<file path="config.mk">
export PLATFORM = sky130hd
export DESIGN_NAME = greedy_text_justifier_core
export DESIGN_NICKNAME = d
export VERILOG_FILES = /design/src/design/gtj_pkg.sv /design/src/design/greedy_text_justifier_core.sv /design/src/design/gtj_front.sv /design/src/design/gtj_outq.sv /design/src/design/gtj_back.sv
export VERILOG_INCLUDE_DIRS = /design/src /design/src/design
export SDC_FILE = /design/constraint.sdc
export NUM_CORES = 1
export LEC_CHECK = 0
export BUFFER_PORTS_ARGS = -buffer_cell sky130_fd_sc_hd__buf_4
export CAP_MARGIN = 10
export CORE_MARGIN = 2
export CORE_UTILIZATION = 50
export DETAILED_ROUTE_END_ITERATION = 12
export PLACE_DENSITY = 0.65
export SYNTH_ARGS = -nofsm -noshare
export SYNTH_HDL_FRONTEND = slang
export SYNTH_SLANG_ARGS = --single-unit
</file>
<file path="constraint.sdc">
create_clock -name i_clk -period 13.28 [get_ports i_clk]
set_clock_uncertainty 0.15 [all_clocks]
set_input_delay 0.664 -clock i_clk [delete_from_list [all_inputs] [get_ports i_clk]]
set_output_delay 0.664 -clock i_clk [all_outputs]
set_load 0.005 [all_outputs]
</file>
<file path="src/design/greedy_text_justifier_core_macros.svh">
// ----------------------------------------------------------------------------
// Assertion macros used by the justifier back end.
// ----------------------------------------------------------------------------
`ifndef GREEDY_TEXT_JUSTIFIER_CORE_MACROS_SVH
`define GREEDY_TEXT_JUSTIFIER_CORE_MACROS_SVH

// Same-cycle implication, checked out of reset.
`define GTJ_ASSERT_NOW(lbl, ante, cons, msg) \
    lbl: assert property (@(posedge i_clk) disable iff (!i_rst_n) (ante) |-> (cons)) \
        else $error(msg);

// Next-cycle implication, checked out of reset.
`define GTJ_ASSERT_NEXT(lbl, ante, cons, msg) \
    lbl: assert property (@(posedge i_clk) disable iff (!i_rst_n) (ante) |=> (cons)) \
        else $error(msg);

`endif

</file>
<file path="src/design/gtj_pkg.sv">
// ----------------------------------------------------------------------------
// gtj_pkg
// Types and constants shared by the text justifier modules.
// ----------------------------------------------------------------------------
`default_nettype none

package gtj_pkg;

    localparam int MAX_LINE  = 32;
    localparam int MAX_WORDS = 16;

    localparam logic [7:0] SPACE_CODE  = 8'h20;
    localparam logic [5:0] WIDTH_RESET = 6'd16;

    // One input item.
    typedef struct packed {
        logic [7:0] ch;
        logic       word_end;
        logic       text_end;
    } t_in_item;

    // One result item.
    typedef struct packed {
        logic [7:0] out_ch;
        logic       line_end;
        logic       text_done;
    } t_out_item;

    // Classified item handed from the front to the back.
    typedef struct packed {
        logic       valid;
        logic [7:0] ch;
        logic       word_end;
        logic       text_end;
    } t_cmd_chan;

    typedef enum logic [1:0] {
        ST_IDLE,
        ST_DIV,
        ST_EMIT,
        ST_COPY
    } t_back_state;

endpackage

`default_nettype wire

</file>
<file path="src/design/greedy_text_justifier_core.sv">
// ----------------------------------------------------------------------------
// greedy_text_justifier_core
// Greedy full justification of a character stream into fixed-width lines.
// ----------------------------------------------------------------------------
// Usage:
//   Input items (one character with word_end and text_end flags) are pushed
//   with i_push while o_full is low. Result items (one output character with
//   line_end and text_done flags) wait on o_item while o_empty is low and are
//   taken with i_pop. The line width register is written with i_cfg_we and
//   i_cfg_data; the user must write it only while the block is idle, as the
//   block itself does not enforce this. It resets to 16.
//   Sequencing: the back end takes each character in turn, copies a finished
//   word into the line store character by character plus a closing step, and
//   emits a line character by character with a start step for each word. A
//   fully justified line first runs a serial padding division. The closing
//   line of a text starts once its final word is copied.
//   Reset clears the held line, the pending word and both queues.
//   When the receiver stalls, the result queue fills, emission pauses, and the
//   input queue keeps accepting until it holds two items.
// ----------------------------------------------------------------------------
`default_nettype none

module greedy_text_justifier_core (
    input  wire logic              i_clk,
    input  wire logic              i_rst_n,
    input  wire logic              i_push,
    input  gtj_pkg::t_in_item      i_item,
    output logic                   o_full,
    output logic                   o_empty,
    input  wire logic              i_pop,
    output gtj_pkg::t_out_item     o_item,
    input  wire logic              i_cfg_we,
    input  wire logic [5:0]        i_cfg_data
);

    logic [5:0]          r_line_width;
    logic [5:0]          w_width;
    gtj_pkg::t_cmd_chan  w_cmd;
    logic                w_cmd_pop;
    logic                w_oq_full;
    logic                w_oq_push;
    gtj_pkg::t_out_item  w_oq_item;

    // Line width register.
    always_ff @(posedge i_clk) begin
        if (!i_rst_n) begin
            r_line_width <= gtj_pkg::WIDTH_RESET;
        end else if (i_cfg_we) begin
            r_line_width <= i_cfg_data;
        end
    end

    // Clamp the width into the supported range.
    always_comb begin
        if (r_line_width == 6'd0) begin
            w_width = 6'd1;
        end else if (r_line_width > 6'(gtj_pkg::MAX_LINE)) begin
            w_width = 6'(gtj_pkg::MAX_LINE);
        end else begin
            w_width = r_line_width;
        end
    end

    gtj_front u_front (
        .i_clk   (i_clk),
        .i_rst_n (i_rst_n),
        .i_push  (i_push),
        .i_item  (i_item),
        .o_full  (o_full),
        .o_cmd   (w_cmd),
        .i_pop   (w_cmd_pop)
    );

    gtj_back u_back (
        .i_clk     (i_clk),
        .i_rst_n   (i_rst_n),
        .i_width   (w_width),
        .i_cmd     (w_cmd),
        .o_cmd_pop (w_cmd_pop),
        .i_oq_full (w_oq_full),
        .o_oq_push (w_oq_push),
        .o_oq_item (w_oq_item)
    );

    gtj_outq u_outq (
        .i_clk   (i_clk),
        .i_rst_n (i_rst_n),
        .i_push  (w_oq_push),
        .i_item  (w_oq_item),
        .o_full  (w_oq_full),
        .o_empty (o_empty),
        .i_pop   (i_pop),
        .o_item  (o_item)
    );

endmodule

`default_nettype wire

</file>
<file path="src/design/gtj_front.sv">
// ----------------------------------------------------------------------------
// gtj_front
// Accepts input items into a two-entry queue and classifies them.
// ----------------------------------------------------------------------------
`default_nettype none

module gtj_front (
    input  wire logic              i_clk,
    input  wire logic              i_rst_n,
    input  wire logic              i_push,
    input  gtj_pkg::t_in_item      i_item,
    output logic                   o_full,
    output gtj_pkg::t_cmd_chan     o_cmd,
    input  wire logic              i_pop
);

    gtj_pkg::t_in_item r_mem [2];
    logic       r_wp;
    logic       r_rp;
    logic [1:0] r_cnt;
    logic       w_push;
    logic       w_pop;

    assign o_full = (r_cnt == 2'd2);
    assign w_push = i_push && !o_full;
    assign w_pop  = i_pop && (r_cnt != 2'd0);

    // Queue pointers and fill count.
    always_ff @(posedge i_clk) begin
        if (!i_rst_n) begin
            r_wp  <= 1'b0;
            r_rp  <= 1'b0;
            r_cnt <= 2'd0;
        end else begin
            if (w_push) begin
                r_wp <= ~r_wp;
            end
            if (w_pop) begin
                r_rp <= ~r_rp;
            end
            r_cnt <= r_cnt + {1'b0, w_push} - {1'b0, w_pop};
        end
    end

    // Queue storage.
    always_ff @(posedge i_clk) begin
        if (w_push) begin
            r_mem[r_wp] <= i_item;
        end
    end

    // Classify: a text end only counts together with a word end.
    always_comb begin
        o_cmd.valid    = (r_cnt != 2'd0);
        o_cmd.ch       = r_mem[r_rp].ch;
        o_cmd.word_end = r_mem[r_rp].word_end;
        o_cmd.text_end = r_mem[r_rp].text_end && r_mem[r_rp].word_end;
    end

endmodule

`default_nettype wire

</file>
<file path="src/design/gtj_outq.sv">
// ----------------------------------------------------------------------------
// gtj_outq
// Two-entry result queue that decouples the back end from the receiver.
// ----------------------------------------------------------------------------
`default_nettype none

module gtj_outq (
    input  wire logic              i_clk,
    input  wire logic              i_rst_n,
    input  wire logic              i_push,
    input  gtj_pkg::t_out_item     i_item,
    output logic                   o_full,
    output logic                   o_empty,
    input  wire logic              i_pop,
    output gtj_pkg::t_out_item     o_item
);

    gtj_pkg::t_out_item r_mem [2];
    logic       r_wp;
    logic       r_rp;
    logic [1:0] r_cnt;
    logic       w_push;
    logic       w_pop;

    assign o_full  = (r_cnt == 2'd2);
    assign o_empty = (r_cnt == 2'd0);
    assign w_push  = i_push && !o_full;
    assign w_pop   = i_pop && !o_empty;
    assign o_item  = r_mem[r_rp];

    // Pointers and fill count.
    always_ff @(posedge i_clk) begin
        if (!i_rst_n) begin
            r_wp  <= 1'b0;
            r_rp  <= 1'b0;
            r_cnt <= 2'd0;
        end else begin
            if (w_push) begin
                r_wp <= ~r_wp;
            end
            if (w_pop) begin
                r_rp <= ~r_rp;
            end
            r_cnt <= r_cnt + {1'b0, w_push} - {1'b0, w_pop};
        end
    end

    // Storage.
    always_ff @(posedge i_clk) begin
        if (w_push) begin
            r_mem[r_wp] <= i_item;
        end
    end

endmodule

`default_nettype wire

</file>
<file path="src/design/gtj_back.sv">
// ----------------------------------------------------------------------------
// gtj_back
// Sequencer that collects words, packs lines and emits justified lines.
// ----------------------------------------------------------------------------
`default_nettype none

`include "greedy_text_justifier_core_macros.svh"

module gtj_back (
    input  wire logic              i_clk,
    input  wire logic              i_rst_n,
    input  wire logic [5:0]        i_width,
    input  gtj_pkg::t_cmd_chan     i_cmd,
    output logic                   o_cmd_pop,
    input  wire logic              i_oq_full,
    output logic                   o_oq_push,
    output gtj_pkg::t_out_item     o_oq_item
);

    gtj_pkg::t_back_state r_state, n_state;

    // Stores.
    logic [7:0] r_pend [gtj_pkg::MAX_LINE];
    logic [7:0] r_line [gtj_pkg::MAX_LINE];
    logic [5:0] r_wlen [gtj_pkg::MAX_WORDS];

    // Line state.
    logic [5:0] r_plen;
    logic [4:0] r_wc;
    logic [5:0] r_letters;
    logic [5:0] r_len;
    logic       r_text;
    logic       r_left;
    logic       r_last;

    // Divider.
    logic [5:0] r_base;
    logic [4:0] r_rem;
    logic [5:0] r_dq;
    logic [4:0] r_dr;
    logic [2:0] r_dcnt;

    // Line walker and copy counter.
    logic [5:0] r_pos;
    logic [4:0] r_w;
    logic [5:0] r_c;
    logic [5:0] r_gap;
    logic [5:0] r_src;
    logic [5:0] r_i;

    logic       w_store;
    logic [5:0] w_plen_new;
    logic [5:0] w_len;
    logic [6:0] w_fit_sum;
    logic       w_emit_need;
    logic [4:0] w_gaps;
    logic       w_div_need;
    logic [5:0] w_div_t;
    logic       w_div_bit;
    logic [4:0] w_div_r;
    logic       w_gap_on;
    logic       w_char_on;
    logic       w_start_word;
    logic       w_emit_fire;
    logic       w_line_last;
    logic [5:0] w_gap_val;
    logic [6:0] w_at;
    logic       w_copy_done;

    // Word-end decision on the item at the head of the queue.
    always_comb begin
        w_store     = (r_plen < i_width);
        w_plen_new  = r_plen + {5'd0, w_store};
        w_len       = (w_plen_new < i_width) ? w_plen_new : i_width;
        w_fit_sum   = {1'b0, r_letters} + {2'b0, r_wc} + {1'b0, w_len};
        w_emit_need = (r_wc != 5'd0) &&
                      ((r_wc >= 5'(gtj_pkg::MAX_WORDS)) || (w_fit_sum > {1'b0, i_width}));
        w_gaps      = (r_wc != 5'd0) ? (r_wc - 5'd1) : 5'd0;
        w_div_need  = (r_wc != 5'd1) && (w_gaps != 5'd0) &&
                      (({1'b0, r_letters} + {2'b0, w_gaps}) <= {1'b0, i_width});
    end

    // One restoring division step per cycle: padding over gaps.
    always_comb begin
        w_div_t   = {r_dr, r_dq[5]};
        w_div_bit = (w_div_t >= {1'b0, w_gaps});
        w_div_r   = w_div_bit ? 5'(w_div_t - {1'b0, w_gaps}) : w_div_t[4:0];
    end

    // Line walker: gap spaces, then word letters, then right padding.
    always_comb begin
        w_gap_on     = (r_gap != 6'd0);
        w_char_on    = !w_gap_on && (r_c != 6'd0);
        w_start_word = !w_gap_on && !w_char_on && (r_w < r_wc);
        w_line_last  = (r_pos == (i_width - 6'd1));
        w_gap_val    = (r_w == 5'd0) ? 6'd0 :
                       r_base + {5'd0, ((r_w - 5'd1) < r_rem)};
        w_at         = {1'b0, r_letters} + {1'b0, r_i};
        w_copy_done  = (r_i >= r_len);
    end

    // Next state.
    always_comb begin
        n_state = r_state;
        unique case (r_state)
            gtj_pkg::ST_IDLE: begin
                if (i_cmd.valid && i_cmd.word_end) begin
                    if (w_emit_need) begin
                        n_state = w_div_need ? gtj_pkg::ST_DIV : gtj_pkg::ST_EMIT;
                    end else begin
                        n_state = gtj_pkg::ST_COPY;
                    end
                end
            end
            gtj_pkg::ST_DIV: begin
                if (r_dcnt == 3'd5) begin
                    n_state = gtj_pkg::ST_EMIT;
                end
            end
            gtj_pkg::ST_EMIT: begin
                if (w_emit_fire && w_line_last) begin
                    n_state = r_last ? gtj_pkg::ST_IDLE : gtj_pkg::ST_COPY;
                end
            end
            gtj_pkg::ST_COPY: begin
                if (w_copy_done) begin
                    n_state = r_text ? gtj_pkg::ST_EMIT : gtj_pkg::ST_IDLE;
                end
            end
            default: n_state = gtj_pkg::ST_IDLE;
        endcase
    end

    // Outputs.
    always_comb begin
        o_cmd_pop   = (r_state == gtj_pkg::ST_IDLE) && i_cmd.valid;
        w_emit_fire = (r_state == gtj_pkg::ST_EMIT) && !i_oq_full && !w_start_word;
        o_oq_push   = w_emit_fire;
        o_oq_item.out_ch    = w_char_on ? r_line[r_src[4:0]] : gtj_pkg::SPACE_CODE;
        o_oq_item.line_end  = w_line_last;
        o_oq_item.text_done = w_line_last && r_last;
    end

    // Control registers.
    always_ff @(posedge i_clk) begin
        if (!i_rst_n) begin
            r_state   <= gtj_pkg::ST_IDLE;
            r_plen    <= 6'd0;
            r_wc      <= 5'd0;
            r_letters <= 6'd0;
        end else begin
            r_state <= n_state;
            if (o_cmd_pop && w_store) begin
                r_plen <= w_plen_new;
            end
            if (w_emit_fire && w_line_last) begin
                r_wc      <= 5'd0;
                r_letters <= 6'd0;
            end
            if (r_state == gtj_pkg::ST_COPY && w_copy_done) begin
                if (r_wc < 5'(gtj_pkg::MAX_WORDS)) begin
                    r_wc <= r_wc + 5'd1;
                end
                r_letters <= r_letters + r_len;
                r_plen    <= 6'd0;
            end
        end
    end

    // Datapath registers and stores.
    always_ff @(posedge i_clk) begin
        case (r_state)
            gtj_pkg::ST_IDLE: begin
                if (o_cmd_pop) begin
                    if (w_store) begin
                        r_pend[r_plen[4:0]] <= i_cmd.ch;
                    end
                    r_len  <= w_len;
                    r_text <= i_cmd.text_end;
                    r_i    <= 6'd0;
                    r_left <= (r_wc == 5'd1);
                    r_last <= 1'b0;
                    r_base <= 6'd1;
                    r_rem  <= 5'd0;
                    r_dq   <= i_width - r_letters;
                    r_dr   <= 5'd0;
                    r_dcnt <= 3'd0;
                    r_pos  <= 6'd0;
                    r_w    <= 5'd0;
                    r_c    <= 6'd0;
                    r_gap  <= 6'd0;
                    r_src  <= 6'd0;
                end
            end
            gtj_pkg::ST_DIV: begin
                r_dq   <= {r_dq[4:0], w_div_bit};
                r_dr   <= w_div_r;
                r_dcnt <= r_dcnt + 3'd1;
                if (r_dcnt == 3'd5) begin
                    r_base <= {r_dq[4:0], w_div_bit};
                    r_rem  <= w_div_r;
                end
            end
            gtj_pkg::ST_EMIT: begin
                if (w_start_word) begin
                    r_gap <= w_gap_val;
                    r_c   <= r_wlen[r_w[3:0]];
                    r_w   <= r_w + 5'd1;
                end else if (w_emit_fire) begin
                    r_pos <= r_pos + 6'd1;
                    if (w_gap_on) begin
                        r_gap <= r_gap - 6'd1;
                    end else if (w_char_on) begin
                        r_c   <= r_c - 6'd1;
                        r_src <= r_src + 6'd1;
                    end
                end
            end
            gtj_pkg::ST_COPY: begin
                if (!w_copy_done) begin
                    if (w_at < 7'(gtj_pkg::MAX_LINE)) begin
                        r_line[w_at[4:0]] <= r_pend[r_i[4:0]];
                    end
                    r_i <= r_i + 6'd1;
                end else begin
                    if (r_wc < 5'(gtj_pkg::MAX_WORDS)) begin
                        r_wlen[r_wc[3:0]] <= r_len;
                    end
                    // Final line of the text: left justified.
                    r_left <= 1'b1;
                    r_last <= 1'b1;
                    r_base <= 6'd1;
                    r_rem  <= 5'd0;
                    r_pos  <= 6'd0;
                    r_w    <= 5'd0;
                    r_c    <= 6'd0;
                    r_gap  <= 6'd0;
                    r_src  <= 6'd0;
                end
            end
            default: begin
            end
        endcase
    end

    // Checks.
    `GTJ_ASSERT_NOW(a_push_only_emit, o_oq_push, r_state == gtj_pkg::ST_EMIT, "push outside emit")
    `GTJ_ASSERT_NOW(a_div_count, r_state == gtj_pkg::ST_DIV, r_dcnt <= 3'd5, "divider overrun")
    `GTJ_ASSERT_NEXT(a_mid_line_copy, o_oq_push && o_oq_item.line_end && !r_last, r_state == gtj_pkg::ST_COPY, "no copy after early line")
    `GTJ_ASSERT_NOW(a_copy_in_range, r_state == gtj_pkg::ST_COPY && !w_copy_done, w_at < 7'(gtj_pkg::MAX_LINE), "line store overflow")
    `GTJ_ASSERT_NOW(a_left_no_div, r_state == gtj_pkg::ST_DIV, !r_left, "divide on left line")

endmodule

`default_nettype wire

</file>
==> results.tsv <==
metric	value	unit
RD Place Congestion	0.838	
diodes inserted	0	
CP dominant cell by count	ha_1	
pwr dens	211	nW/um^2
initial antenna violation count	1	
Max H-tree Level	3	
Layout area overhead	11.1	%
Core ar.	65700	sq um
unrepaired setup endpoints after global routing	no	
Clock Tree Buf Depth	3	
pin count of the biggest net entering global routing	65	
num rows	94	
register area share after synthesis	0.677	
hold_sp	i_item[5]	
wire per inst	23.8	microns
Congestion Overflow GR	0	
outcome	complete, no violations	
initial detailed-routing violation count	1198	
Mapped Area	33200	sq um
die height	262	microns
setup TNS after final layout	0	ns
# DRC	0	
Port-buffer cells	32	
I/O pin total	33	
crit path max-delay cell type	dfxtp_1	
Setup Buffers After CTS	0	
met3 Usage GRT	0.0315	
highest net fanout along the worst path	12	
flops & latches, synth	764	
Critical Path Max Stage Delay	0.60	ns
Final Slew Violations	0	
nets@finish	2058	
CTS sink cnt	764	
r2r startpoint	r_line_width[5]$_SDFFE_PN0P_	
PostCTS Resize Cnt	0	
CP startpoint	r_line_width[5]$_SDFFE_PN0P_	
fraction of layout cells with a size suffix above 1	0.214	
met1 GRT Util	0.295	
hold slack	0.0555	ns
Post-synth EDFFs	715	
first-pass GRT wire length	105	mm
number of warnings issued by yosys	0	
Worst-Skew Late Latency	0.64	ns
CTS tree	done	
number of global-route vias before repair	16947	
most used routing layer	met2	
nature of the critical path endpoint	flip-flop	
hold_buf cts	0	
# setup viols final	0	
fin crit period	7.79	ns
Filler Cell Count	4964	
Synth Instances	1874	
met2 Resource Use GR	0.332	
sequential cell area	22500	sq um
Worst VDD drop	0.000125	V
Syn Area/Cell	17.7	sq um
DRT Wirelength	68.0	mm
max-cap viol count	0	
P_leak	12.4	nW
CP arrival	8.20	ns
root buffer cell	clkbuf_16	
Max Freq	0.128	GHz
CTS Buf Count	79	
CP top delay family	compound AO/OA/AOI/OAI gates	
Hold Vio Cnt, Final	0	
Core Util, Final	0.561	
Final Cycle Share	0.586	
pre-CTS setup slack	5.55	ns
DRT Pass-1 Iters	5	
DIE AREA	68400	sq um
Mapped Nets	2005	
Routed Antenna Nets	0	
critical path launch point type	flip-flop	
Starting Density	0.505	
Die Width	262	microns
slew margin rel.	0.200	
clock-pin transition on the worst setup and hold timing paths	0.06	ns
area of the multi-input gates	10000	sq um
top_reg_cell synth	edfxtp_1	
Req. time, crit path	13.69	ns
GRT Util Overall	0.206	
critical path class	flip-flop to flip-flop	
DP HPWL	43.9	mm
Hold WC Path Type	primary input to flip-flop	
final worst slack	5.49	ns
Tightest Pin Transition	1.19	ns
vias after detailed routing	16564	
Via density	5.80	
worst path bufs/invs	2	
share of async-settable or async-resettable flops after synthesis	0	
Synth cell types	74	
## registers in the layout, indices dropped and copies added (netlist names), 5 cells and up, named ones only
register / flops
u_back.r_src: 5
u_back.r_dq: 6
u_back.r_dr: 5
u_back.r_rem: 5
u_back.r_len: 6
u_front.r_mem: 20
u_back.r_gap: 6
u_back.r_letters: 6
u_outq.r_mem: 20
u_back.r_wc: 5
u_back.r_i: 6
u_back.r_pos: 6
u_back.r_pend: 256
u_back.r_base: 6
u_back.r_plen: 6
u_back.r_w: 5
u_back.r_c: 6
u_back.r_line: 256
r_line_width: 6
u_back.r_wlen: 96
## final timing paths
check | endpoint | slack, ns | depth (start not counted)
max reg2reg | u_back.r_state[1]$_SDFFE_PN0P_ | 5.49 | 31
min reg2reg | u_back.r_state[0]$_SDFFE_PN0P_ | 0.36 | 2
max | u_back.r_state[1]$_SDFFE_PN0P_ | 5.49 | 31
min | u_front.r_mem[1][5]$_DFFE_PP_ | 0.06 | 1
## Yosys cell counts (3+ instances only)
master	n	area, sq um
ha_1	99	1240
nor2b_1	24	150
nand3b_1	8	60.1
o31a_1	3	26.3
edfxtp_1	715	21500
buf_2	13	65.1
dfxtp_1	49	981
o211ai_1	9	67.6
o21bai_1	5	37.5
buf_4	8	60.1
nand4_1	4	25.0
fa_1	11	220
mux2_2	44	495
nand2_1	56	210
buf_6	4	45.0
a21oi_1	40	200
nor4_1	6	37.5
xnor2_1	34	298
and3_1	6	37.5
o211a_1	9	90.1
o21ai_1	3	15.0
a211oi_1	9	67.6
o31ai_1	5	37.5
nand2b_1	15	93.8
inv_1	79	297
a2111oi_0	3	26.3
or3b_2	3	26.3
mux4_2	189	4260
and2_1	27	169
o21a_1	4	30.0
buf_1	12	45.0
o21ai_0	21	105
a211o_1	4	35.0
nor3_1	40	200
nand3_1	28	140
a21o_1	13	97.6
nor2_1	109	409
mux2i_1	32	320
clkbuf_1	48	180
or3_1	6	37.5
xor2_1	33	289
## layout by cell type, fill, tap and decap left out, types with 32 or more instances in the layout
| cell | n |
|---|---|
| a21oi_1 | 40 |
| buf_4 | 54 |
| clkbuf_16 | 80 |
| dfxtp_1 | 45 |
| edfxtp_1 | 715 |
| ha_1 | 99 |
| inv_1 | 79 |
| mux2_2 | 44 |
| mux2i_1 | 32 |
| mux4_2 | 189 |
| nand2_1 | 56 |
| nor2_1 | 109 |
| nor3_1 | 40 |
| xnor2_1 | 34 |
| xor2_1 | 33 |
## kinds of logic after synthesis
logic type | synth area share
buffers and inverters | 0.0211
AOI/OAI and AO/OA | 0.0350
and+or+nand+nor | 0.0528
adders and majority gates | 0.0440
xor gates and xnor gates | 0.0177
DFF | 0.677
muxes | 0.153
## worst register-to-register path: cells and delay by family, from the launching register on
| family | cells | cell delay (ns) |
|---|---|---|
| adder cells (fa/ha/maj) | 8 | 2.43 |
| AO/OA/AOI/OAI | 14 | 2.52 |
| AND/OR/NAND/NOR | 3 | 0.58 |
| XOR/XNOR | 2 | 0.39 |
| buffers and inverters | 2 | 0.49 |
| flip-flops | 1 | 0.60 |
| multiplexers | 2 | 0.55 |
## stage by stage
stage / instances / total power, mW / instance area (sq um)
after detailed placement: 2707 / 5.72 / 34300
after floorplan: 1874 / 4.99 / 33200
final: 2855 / 7.79 / 36900
after CTS: 2852 / 7.88 / 36800
after global placement: 2707 / 5.66 / 34300
after global routing: 2855 / 8.16 / 36900
## where the power goes
| part | leakage, nW | internal, mW | switching, mW |
|---|---|---|---|
| clock | 1.24 | 1.22 | 0.934 |
| combinational | 4.26 | 0.889 | 1.24 |
| sequential | 6.91 | 3.25 | 0.265 |
## metal layers
layer  wire [microns]  up-vias  part of all wire
met5                0        -                 0
met4             1550        0             0.023
met3             3070      104             0.045
met2            33200      379              0.49
met1            30300     8561              0.44
li1                 -     7520                 -
## layout make-up
cell class              instances  area share
flip-flops and latches        764       0.609
repair buffers                 57      0.0117
well taps                     864      0.0293
clock buffers                 101      0.0573
inverters                      81     0.00825
clock inverters                44      0.0119
multi-input cells             944       0.272
No activity file was read; power rests on OpenSTA's default activity.
